[src/sv/deque_min_max_average_top_defines.svh]
// assertion macros for the deque block
// each expects clk and rst_n in the scope where it is used
`ifndef DEQUE_MIN_MAX_AVERAGE_TOP_DEFINES_SVH
`define DEQUE_MIN_MAX_AVERAGE_TOP_DEFINES_SVH

`ifndef SYNTHESIS
`define DMMA_ASSERT_IMP(lbl, a, c) \
  lbl: assert property (@(posedge clk) disable iff (!rst_n) (a) |-> (c)) \
    else $error("deque assertion failed");
`define DMMA_ASSERT_NXT(lbl, a, c) \
  lbl: assert property (@(posedge clk) disable iff (!rst_n) (a) |=> (c)) \
    else $error("deque assertion failed");
`else
`define DMMA_ASSERT_IMP(lbl, a, c)
`define DMMA_ASSERT_NXT(lbl, a, c)
`endif

`endif

[src/sv/dmma_pkg.sv]
`timescale 1ns / 1ps
`default_nettype none
package dmma_pkg;

  localparam int DEPTH_DEF       = 64;
  localparam int VALUE_WIDTH_DEF = 32;

  typedef enum logic [2:0] {
    ACT_INS_FRONT = 3'd0,
    ACT_INS_BACK  = 3'd1,
    ACT_REM_FRONT = 3'd2,
    ACT_REM_BACK  = 3'd3,
    ACT_REVERSE   = 3'd4,
    ACT_QUERY     = 3'd5
  } action_t;

  typedef enum logic [1:0] {
    ST_OK    = 2'd0,
    ST_FULL  = 2'd1,
    ST_EMPTY = 2'd2
  } status_t;

  typedef enum logic [1:0] {
    S_IDLE,
    S_SCAN,
    S_DIV,
    S_FIN
  } state_t;

endpackage
`default_nettype wire

[src/sv/deque_min_max_average_top.sv]
// double-ended store of signed fixed-point values with min, max and average query
// input channel: in_tuser carries the action, in_tdata the value to insert
// output channel: one word per input word; out_tuser carries the status,
// out_tdata the count after the action and the query results
// in_tready is high only while the sequencer is idle; one item is worked at a time
// insert, remove and reverse: the action is done on acceptance, the sequencer moves to
// S_FIN, loads the result word into the output register and returns to S_IDLE
// query: S_SCAN walks the ring through the single memory read port and sums the entries,
// S_DIV divides the sum by the count in the divider, and S_FIN loads the result word
// into the output register
// at reset the store is empty and out_tvalid is low; the entry memory is not
// cleared, only occupied entries are ever read
// when the receiver stalls, the result word holds in the output register and the
// block still accepts and works the next item, then waits until the register frees
`timescale 1ns / 1ps
`default_nettype none
`include "deque_min_max_average_top_defines.svh"
module deque_min_max_average_top
  import dmma_pkg::*;
#(
  parameter int DEPTH       = DEPTH_DEF,
  parameter int VALUE_WIDTH = VALUE_WIDTH_DEF,
  localparam int VW     = VALUE_WIDTH,
  localparam int CW     = $clog2(DEPTH + 1),
  localparam int IN_DW  = ((VW + 7) / 8) * 8,
  localparam int OUT_DW = ((CW + 3 * VW + 7) / 8) * 8
) (
  input  wire logic              clk,
  input  wire logic              rst_n,
  input  wire logic              in_tvalid,
  output logic                   in_tready,
  input  wire logic [IN_DW-1:0]  in_tdata,   // value
  input  wire logic [2:0]        in_tuser,   // action
  output logic                   out_tvalid,
  input  wire logic              out_tready,
  output logic      [OUT_DW-1:0] out_tdata,  // count, maximum, minimum, average
  output logic      [1:0]        out_tuser   // status
);

  localparam int AW = $clog2(DEPTH);
  localparam int SW = VW + CW;

  state_t        state_r, state_nxt;
  logic [AW-1:0] front_r, front_nxt;
  logic [CW-1:0] cnt_r, cnt_nxt;
  logic          rev_r, rev_nxt;
  logic [AW-1:0] ptr_r, ptr_nxt;
  logic [CW-1:0] iss_r, iss_nxt;
  logic          rd_vld_r, rd_vld_nxt;
  logic          first_r, first_nxt;
  logic [VW-1:0] max_r, max_nxt;
  logic [VW-1:0] min_r, min_nxt;
  logic [VW-1:0] avg_r, avg_nxt;
  logic [SW-1:0] sum_r, sum_nxt;
  logic          neg_r, neg_nxt;
  status_t       st_r, st_nxt;
  logic          out_valid_r, out_valid_nxt;
  logic [OUT_DW-1:0] out_tdata_r, out_tdata_nxt;
  logic [1:0]    out_tuser_r, out_tuser_nxt;

  logic          in_acc;
  action_t       act;
  logic [VW-1:0] in_val;
  logic          low_side;
  logic [AW+1:0] high_sum;
  logic [AW-1:0] high_addr;
  logic [AW-1:0] front_dec;
  logic [AW-1:0] front_inc;
  logic [AW-1:0] ptr_inc;

  logic          mem_we;
  logic [AW-1:0] mem_waddr;
  logic [VW-1:0] rd_data;
  logic [SW-1:0] rd_ext;

  logic          div_start;
  logic [SW-1:0] div_mag;
  logic          div_done;
  logic [SW-1:0] div_quo;

  assign in_tready = (state_r == S_IDLE);
  assign in_acc    = in_tvalid && in_tready;
  assign act       = action_t'(in_tuser);
  assign in_val    = in_tdata[VW-1:0];

  assign front_dec = (front_r == '0) ? AW'(DEPTH - 1) : front_r - 1'b1;
  assign front_inc = (front_r == AW'(DEPTH - 1)) ? '0 : front_r + 1'b1;
  assign ptr_inc   = (ptr_r == AW'(DEPTH - 1)) ? '0 : ptr_r + 1'b1;
  assign high_sum  = (AW + 2)'(front_r) + (AW + 2)'(cnt_r);
  assign high_addr = (high_sum >= (AW + 2)'(DEPTH)) ? AW'(high_sum - (AW + 2)'(DEPTH))
                                                    : AW'(high_sum);
  assign rd_ext    = {{CW{rd_data[VW-1]}}, rd_data};
  assign div_mag   = sum_r[SW-1] ? SW'(-sum_r) : sum_r;

  dmma_ram #(
    .DEPTH (DEPTH),
    .WIDTH (VW)
  ) u_ram (
    .clk   (clk),
    .we    (mem_we),
    .waddr (mem_waddr),
    .wdata (in_val),
    .raddr (ptr_r),
    .rdata (rd_data)
  );

  dmma_div #(
    .N (SW),
    .D (CW)
  ) u_div (
    .clk      (clk),
    .rst_n    (rst_n),
    .start    (div_start),
    .dividend (div_mag),
    .divisor  (cnt_r),
    .done     (div_done),
    .quotient (div_quo)
  );

  always_ff @(posedge clk) begin
    if (!rst_n) begin
      state_r     <= S_IDLE;
      front_r     <= '0;
      cnt_r       <= '0;
      rev_r       <= 1'b0;
      rd_vld_r    <= 1'b0;
      out_valid_r <= 1'b0;
    end else begin
      state_r     <= state_nxt;
      front_r     <= front_nxt;
      cnt_r       <= cnt_nxt;
      rev_r       <= rev_nxt;
      rd_vld_r    <= rd_vld_nxt;
      out_valid_r <= out_valid_nxt;
    end
  end

  always_ff @(posedge clk) begin
    ptr_r       <= ptr_nxt;
    iss_r       <= iss_nxt;
    first_r     <= first_nxt;
    max_r       <= max_nxt;
    min_r       <= min_nxt;
    avg_r       <= avg_nxt;
    sum_r       <= sum_nxt;
    neg_r       <= neg_nxt;
    st_r        <= st_nxt;
    out_tdata_r <= out_tdata_nxt;
    out_tuser_r <= out_tuser_nxt;
  end

  always_comb begin
    state_nxt     = state_r;
    front_nxt     = front_r;
    cnt_nxt       = cnt_r;
    rev_nxt       = rev_r;
    ptr_nxt       = ptr_r;
    iss_nxt       = iss_r;
    rd_vld_nxt    = 1'b0;
    first_nxt     = first_r;
    max_nxt       = max_r;
    min_nxt       = min_r;
    avg_nxt       = avg_r;
    sum_nxt       = sum_r;
    neg_nxt       = neg_r;
    st_nxt        = st_r;
    out_valid_nxt = out_valid_r && !out_tready;
    out_tdata_nxt = out_tdata_r;
    out_tuser_nxt = out_tuser_r;
    mem_we        = 1'b0;
    mem_waddr     = high_addr;
    low_side      = 1'b0;
    div_start     = 1'b0;

    unique case (state_r)
      S_IDLE: begin
        if (in_acc) begin
          st_nxt    = ST_OK;
          max_nxt   = '0;
          min_nxt   = '0;
          avg_nxt   = '0;
          state_nxt = S_FIN;
          case (act) inside
            ACT_INS_FRONT, ACT_INS_BACK: begin
              low_side = (act == ACT_INS_FRONT) != rev_r;
              if (cnt_r == CW'(DEPTH)) begin
                st_nxt = ST_FULL;
              end else begin
                mem_we  = 1'b1;
                cnt_nxt = cnt_r + 1'b1;
                if (low_side) begin
                  mem_waddr = front_dec;
                  front_nxt = front_dec;
                end
              end
            end
            ACT_REM_FRONT, ACT_REM_BACK: begin
              low_side = (act == ACT_REM_FRONT) != rev_r;
              if (cnt_r == '0) begin
                st_nxt = ST_EMPTY;
              end else begin
                cnt_nxt = cnt_r - 1'b1;
                if (low_side) begin
                  front_nxt = front_inc;
                end
              end
            end
            ACT_REVERSE: begin
              rev_nxt = !rev_r;
            end
            ACT_QUERY: begin
              if (cnt_r == '0) begin
                st_nxt = ST_EMPTY;
              end else begin
                ptr_nxt   = front_r;
                iss_nxt   = '0;
                first_nxt = 1'b1;
                state_nxt = S_SCAN;
              end
            end
            default: begin
            end
          endcase
        end
      end

      S_SCAN: begin
        // one read issued per cycle, data comes back from the registered read port in the next cycle
        if (iss_r != cnt_r) begin
          ptr_nxt    = ptr_inc;
          iss_nxt    = iss_r + 1'b1;
          rd_vld_nxt = 1'b1;
        end
        if (rd_vld_r) begin
          first_nxt = 1'b0;
          if (first_r) begin
            max_nxt = rd_data;
            min_nxt = rd_data;
            sum_nxt = rd_ext;
          end else begin
            if ($signed(rd_data) > $signed(max_r)) max_nxt = rd_data;
            if ($signed(rd_data) < $signed(min_r)) min_nxt = rd_data;
            sum_nxt = sum_r + rd_ext;
          end
        end else if (iss_r == cnt_r) begin
          div_start = 1'b1;
          neg_nxt   = sum_r[SW-1];
          state_nxt = S_DIV;
        end
      end

      S_DIV: begin
        if (div_done) begin
          avg_nxt   = neg_r ? VW'(-div_quo[VW-1:0]) : div_quo[VW-1:0];
          state_nxt = S_FIN;
        end
      end

      S_FIN: begin
        if (!out_valid_r || out_tready) begin
          out_valid_nxt = 1'b1;
          out_tdata_nxt = OUT_DW'({avg_r, min_r, max_r, cnt_r});
          out_tuser_nxt = st_r;
          state_nxt     = S_IDLE;
        end
      end

      default: begin
        state_nxt = S_IDLE;
      end
    endcase
  end

  assign out_tvalid = out_valid_r;
  assign out_tdata  = out_tdata_r;
  assign out_tuser  = out_tuser_r;

  `DMMA_ASSERT_IMP(a_cnt_bound, 1'b1, cnt_r <= CW'(DEPTH))
  `DMMA_ASSERT_IMP(a_full_cnt, out_valid_r && out_tuser_r == ST_FULL, out_tdata_r[CW-1:0] == CW'(DEPTH))
  `DMMA_ASSERT_NXT(a_query_scan, in_acc && act == ACT_QUERY && cnt_r != '0, state_r == S_SCAN)
  `DMMA_ASSERT_IMP(a_div_state, div_done, state_r == S_DIV)

endmodule
`default_nettype wire

[src/sv/dmma_ram.sv]
`timescale 1ns / 1ps
`default_nettype none
module dmma_ram #(
  parameter int DEPTH = 64,
  parameter int WIDTH = 32,
  localparam int AW   = $clog2(DEPTH)
) (
  input  wire logic             clk,
  input  wire logic             we,
  input  wire logic [AW-1:0]    waddr,
  input  wire logic [WIDTH-1:0] wdata,
  input  wire logic [AW-1:0]    raddr,
  output logic      [WIDTH-1:0] rdata
);

  logic [WIDTH-1:0] mem [DEPTH];

  always_ff @(posedge clk) begin
    if (we) begin
      mem[waddr] <= wdata;
    end
  end

  always_ff @(posedge clk) begin
    rdata <= mem[raddr];
  end

endmodule
`default_nettype wire

[src/sv/dmma_div.sv]
`timescale 1ns / 1ps
`default_nettype none
// restoring divider, one quotient bit per cycle
module dmma_div #(
  parameter int N = 39,
  parameter int D = 7,
  localparam int SW = $clog2(N + 1)
) (
  input  wire logic         clk,
  input  wire logic         rst_n,
  input  wire logic         start,
  input  wire logic [N-1:0] dividend,
  input  wire logic [D-1:0] divisor,
  output logic              done,
  output logic      [N-1:0] quotient
);

  logic [N-1:0]  quo_r;
  logic [D-1:0]  rem_r;
  logic [D-1:0]  dvs_r;
  logic [SW-1:0] step_r;
  logic          busy_r;
  logic          done_r;
  logic [D:0]    trial;
  logic          fits;

  assign trial = {rem_r, quo_r[N-1]};
  assign fits  = trial >= {1'b0, dvs_r};

  always_ff @(posedge clk) begin
    if (!rst_n) begin
      busy_r <= 1'b0;
      done_r <= 1'b0;
      step_r <= '0;
    end else begin
      done_r <= 1'b0;
      if (start) begin
        busy_r <= 1'b1;
        step_r <= SW'(N);
      end else if (busy_r) begin
        step_r <= step_r - 1'b1;
        if (step_r == SW'(1)) begin
          busy_r <= 1'b0;
          done_r <= 1'b1;
        end
      end
    end
  end

  always_ff @(posedge clk) begin
    if (start) begin
      quo_r <= dividend;
      rem_r <= '0;
      dvs_r <= divisor;
    end else if (busy_r) begin
      quo_r <= {quo_r[N-2:0], fits};
      rem_r <= fits ? D'(trial - {1'b0, dvs_r}) : trial[D-1:0];
    end
  end

  assign done     = done_r;
  assign quotient = quo_r;

endmodule
`default_nettype wire
[config.mk]
export PLATFORM = sky130hd
export DESIGN_NAME = deque_min_max_average_top
export DESIGN_NICKNAME = d
export VERILOG_FILES = /design/src/sv/dmma_pkg.sv /design/src/sv/deque_min_max_average_top.sv /design/src/sv/dmma_ram.sv /design/src/sv/dmma_div.sv
export VERILOG_INCLUDE_DIRS = /design/src /design/src/sv
export SDC_FILE = /design/constraint.sdc
export NUM_CORES = 2
export LEC_CHECK = 0
export ABC_AREA = 1
export BUFFER_PORTS_ARGS = -buffer_cell sky130_fd_sc_hd__buf_2
export CORE_MARGIN = 3
export CORE_UTILIZATION = 60
export DETAILED_ROUTE_END_ITERATION = 10
export GPL_ROUTABILITY_DRIVEN = 0
export PLACE_DENSITY_LB_ADDON = 0.3
export SETUP_SLACK_MARGIN = 0.4
export SLEW_MARGIN = 20
export SYNTH_ARGS = -nofsm -noshare
export SYNTH_HDL_FRONTEND = slang
export SYNTH_SLANG_ARGS = --single-unit
[constraint.sdc]
create_clock -name clk -period 11 [get_ports clk]
set_input_delay 0.55 -clock clk [delete_from_list [all_inputs] [get_ports clk]]
set_output_delay 0.55 -clock clk [all_outputs]
set_load 0.01 [all_outputs]
Word level (Yosys, flattened, before mapping)
Memory sizes are Yosys's and may differ from the RTL's. A register that Yosys moved wholly into a read port is not among the register bits.
Cells that the tools add are included.
- register bits after elaboration: 336
- RAM bits: 2048
- input bits: 39
- memories: 1
- memories (memory ; words ; bits a word ; read ports ; clocked after memory_dff ; wr ports ; line ; RTL):
    u_ram.mem ; 64 ; 32 ; 1 ; 1 ; 1 ; dmma_ram.sv:16 ; logic [WIDTH-1:0] mem [DEPTH];
- add/sub/neg operators: 13
- $lt $le $gt $ge: 4
- equality and inequality tests: 33
- mux-type cells: 95
- bitwise gates (word level): 5
- reductions and logical operators: 33
- operators with widths (kind ; number):
    $mux W32 ; 9
    $pmux W32 S2 ; 3
    $mux W39 ; 4
    $mux W6 ; 24
    $mux W7 ; 12
    $add A39 B39 Y39 ; 1
    $neg A39 Y39 ; 1
    $gt A32 B32 Y1 ; 1
    $lt A32 B32 Y1 ; 1
    $neg A32 Y32 ; 1
    $mux W2 ; 15
    $mux W1 ; 24
    $ne A2 B2 Y1 const B ; 11
    $sub A6 B1 Y6 const B ; 3
    $reduce_and A8 Y1 ; 2
    $reduce_and A5 Y1 ; 3
    $add A7 B1 Y7 const B ; 2
    $pmux W7 S2 ; 1
    $add A6 B1 Y6 const B ; 2
    $eq A6 B6 Y1 const B ; 2
    $pmux W6 S2 ; 1
    $reduce_bool A2 Y1 ; 5
    $add A6 B7 Y8 ; 1
    $ge A8 B7 Y1 ; 1
    other kinds (31) ; 53

Depth between registers and ports, before layout
- depth after elaboration: 8
- gate-level depth with buffers: 16

By module
A second synthesis with hierarchy kept.
- cell total of the unflattened synthesis: 8980
- area, all modules: 102166.7 µm²
- modules (own cells, without submodules) (module ; instances ; cells each ; area each (µm²) ; sequential area each (µm²)):
    dmma_ram ; 1 ; 6785 ; 82785.6 ; 62139.6
    deque_min_max_average_top ; 1 ; 1855 ; 16392.0 ; 8077.7
    dmma_div ; 1 ; 340 ; 2989.1 ; 1681.6

Worst setup path before layout
OpenSTA, ideal clock, no wires.
- path type: input to register
- start point: input port out_tready
- end point: register out_tdata_r[0] (netlist: out_tdata[0]), enable pin
- arrival: 5628 ps
- data required time: 10397 ps
- slack: 4769 ps
- cell stages on the path: 2
- buffers on the path: 0
- cell sequence: inv_1 > a21oi_1
- cells in the longest elaborated chain, start to end: 2
- ends and longest elaborated chain (item ; line ; RTL):
    from (decl) ; deque_min_max_average_top.sv:35 ; input wire logic out_tready,
    $logic_or A1 B1 Y1 ; deque_min_max_average_top.sv:260 ; if (!out_valid_r || out_tready) begin
    $reduce_and A2 Y1 (no source line) ; n/a ;
    to (signal assigned) ; deque_min_max_average_top.sv:148 ; out_tdata_r <= out_tdata_nxt;
    to (decl) ; deque_min_max_average_top.sv:58 ; logic [OUT_DW-1:0] out_tdata_r, out_tdata_nxt;
Every way passes these cells.
A chain may end at the register's enable or synchronous reset.

==> run summary <==
Ys async rst share = 0
RSZ-0062 raised after global routing = false
Peak VDD IR = 0.1956 mV
Yosys reg bits = 2416
# hold bufs at CTS = 0
Switching power total = 9.302 mW
Post-synthesis simple-gate area fraction = 0.1106
Net Count, Synth = 8326
Crit path largest cell delay = 0.89 ns
Seq pwr share = 0.422
Antenna violations before repair = 12
Top Ports = 147
Core Rows = 149
Max Cap Viol = 0
Total track usage = 0.3329
Hold Crit Class = in2reg
Outcome = complete, no violations
Layout cells sized above 1 = 0.08675
Final wirelength = 291.3 mm
Power consumption = 26.48 mW
Critical path launch point type = register
Ys flop type = edfxtp_1
CTS tree = yes
First-pass DRT Iterations = 6
CP max-delay cell = buf_4
Crit Path Class = reg2reg
Num Clock Sinks = 2416
Final cell count without fillers = 10.61k
Post-route DRC = 0
Worst-Skew Late Latency = 0.91 ns
Detail Route Antenna Nets = 0
Arr. time, crit path = 5.47 ns
Synth warn = 0
Power Density = 238.0 mW/mm^2
Global-route wire length before repair = 425.0 mm
Initial Utilization = 0.6064
Vias in the first global route = 65.21k
Final core utilization = 0.6714
Post-DP HPWL = 159.7 mm
F_max = 0.2141 GHz
Leakage = 39.44 nW
Combinational Power Share = 0.284
CTS H-tree depth = 4
Relative slew slack = 0.2286
Post-synthesis sequential area ratio = 0.7154
Clock transition at path regs = 0.06 ns
Die area = 0.1725 mm^2
Critical Path End Type = register
Nets = 8400
Post-synthesis compound-gate area fraction = 0.09775
Largest family of logic cells by synthesized area = simple AND/OR/NAND/NOR gates
Die W = 415.3 um
Area of the multi-input gates = 0.02606 mm^2
Final hold slack = 0.08807 ns
CTS Buf Count = 223
Starting DRT DRC Count = 10.90k
Routed len/inst = 27.45 um
Die height = 415.3 um
Least-Margin Pin Slew = 1.157 ns
Unique masters post-synth = 49
Clock share of power = 0.295
Mean area per synthesized cell = 12.33 um^2
Synthesized area = 0.1005 mm^2
CTS Buffer Depth = 3
Core ar. = 0.1657 mm^2
Fin crit share = 0.4247
Area Growth Syn to Fin = 10.71%
Internal = 17.18 mW
Crit-path leading delay family = buffers and inverters
Setup Viol. Count Final = 0
Setup_tns = 0 ns
Clock Tree Root = clkbuf_16
Clock skew = 0.08493 ns
Worst Path Buf+Inv = 3
Fill count = 11.18k
Port Buf Inserts = 145
Post-DR vias/cell = 6.470
Post-CTS setup buffers = 0
Count of final hold-check violations = 0
Fraction of synthesized cell area in xor and xnor cells = 0.005228
Largest net degree at the start of global routing = 197
Adder-cell share of the synthesized area = 0.01710
Fin crit period = 4.671 ns
Placed cell count = 10.19k
Switching Share = 0.3512
Cells after synthesis = 8152
Worst Path Max Fanout = 159
FF+latch area = 0.07190 mm^2
Cell mode on critical path = nand2_1
Post-synth EDFFs = 2351
Remaining global-route overflow = 0
Worst Path Required = 11.80 ns
Vias = 68.66k
Post-synthesis mux area share = 0.02340
Post-CTS Resized = 0
Critical Path, Cell by Cell = buf_12, buf_4, buf_4, o21ai_0, o22ai_1, nand2_1, o211ai_1, nand3_1, o21ai_1, nand2_1, nand2_1
Slew Viols, Final = 0
final timing paths:
path	startpoint	endpoint	slack [ns]	cells after the start
max	ptr_r[0]	u_ram.rdata[16]	6.33	11
min	out_tready	out_tvalid	0.09	4
max reg2reg	ptr_r[0]	u_ram.rdata[16]	6.33	11
min reg2reg	avg_r[14]	out_tdata[85]	0.38	0
stage by stage:
stage	setup slack (ns)	cell area [um^2]
global route	6.260	111300
global placement	6.638	103700
finish	6.329	111300
detailed placement	6.636	103800
floorplan	4.769	100500
CTS	6.604	111200
placed cells by master, fill, tap and decap left out, types with 9 or more instances in the layout:
cell,netlist,final
clkinv_2,0,32
or2_2,19,19
inv_1,285,283
xor2_1,39,39
buf_2,96,129
o22ai_1,285,285
bufinv_16,0,23
edfxtp_1,2351,2351
mux2i_1,235,235
clkbuf_1,254,58
clkbuf_16,0,223
a21oi_1,448,446
xnor2_1,21,21
o211ai_1,185,185
clkinv_16,0,11
nor2_1,828,762
clkinv_1,5,46
buf_12,0,12
nor2_4,4,68
ha_1,131,130
o21ai_0,752,752
o21ai_1,71,71
dfxtp_1,65,65
nand4_1,20,20
nand2_1,1629,1628
nand3b_1,11,11
nand3_1,204,204
buf_4,40,140
nor3_1,44,43
nor4_1,9,9
power groups by stage:
stage / Sequential, mW / Combinational (mW) / Clock, mW
CTS: 11.2 / 7.30 / 7.82
finish: 11.2 / 7.51 / 7.80
global route: 11.2 / 8.10 / 8.20
detailed placement: 11.3 / 7.23 / 0
floorplan: 11.1 / 4.81 / 0
global placement: 11.3 / 7.05 / 0
kinds of logic after synthesis:
family | Yosys count
simple gates | 2797
flops | 2416
compound gates | 1778
buf+inv | 730
mux | 235
fa+ha+maj | 135
xor+xnor | 60
other cells | 1
per-layer routing:
layer / part of all wire / vias to the layer above / global-route usage
met5: 0.00038 / - / 0
met4: 0.052 / 16 / 0.1576
met3: 0.14 / 877 / 0.09191
met2: 0.45 / 5282 / 0.5024
met1: 0.36 / 32920 / 0.4525
li1: - / 29570 / -
synth_stat cells, drive strengths merged (2+ instances only):
cell type,n,share of area
dfxtp,65,0.013
o21a,8,0.00060
nand4,20,0.0012
ha,131,0.016
and2,3,0.00019
mux2i,235,0.023
nor2,835,0.032
inv,291,0.011
o22ai,285,0.018
a21o,5,0.00037
a21oi,449,0.022
o21ai,830,0.042
nand3,212,0.011
buf,180,0.010
nor4,9,0.00056
xor2,39,0.0034
o211ai,185,0.014
nand2,1638,0.061
a31oi,4,0.00025
a211oi,3,0.00022
clkinv,5,0.00019
fa,4,0.00080
edfxtp,2351,0.70
o31ai,4,0.00030
and3,3,0.00019
a21boi,2,0.00015
or2,20,0.0012
nor3,45,0.0023
clkbuf,254,0.0095
xnor2,21,0.0018
nand3b,11,0.00082
o21bai,2,0.00015
cell type report:
cell class                 count  area share
antenna                        8   0.0001799
clock inverter               125     0.01359
inverter                     296     0.01025
tap                         2189     0.02461
sequential                  2416      0.6461
multi-input combinational   5006      0.2342
clock buffer                 289     0.05310
timing repair buffer         283     0.01790
registers in the layout, summed over array words and instances, names as in the netlist, 32 cells and up:
register / count
u_ram.mem: 2048
out_tdata: 103
sum_r: 39
u_div.quotient: 39
avg_r: 32
max_r: 32
min_r: 32
u_ram.rdata: 32
worst register-to-register path, cell delays in order, from the launching register on:
cell and delay (ns):
edfxtp_1 0.50, buf_12 0.62, buf_4 1.06, buf_4 0.76, o21ai_0 0.24, o22ai_1 0.24
nand2_1 0.07, o211ai_1 0.28, nand3_1 0.40, o21ai_1 0.24, nand2_1 0.08, nand2_1 0.11
Note: power is estimated with default switching activity, not from simulation.
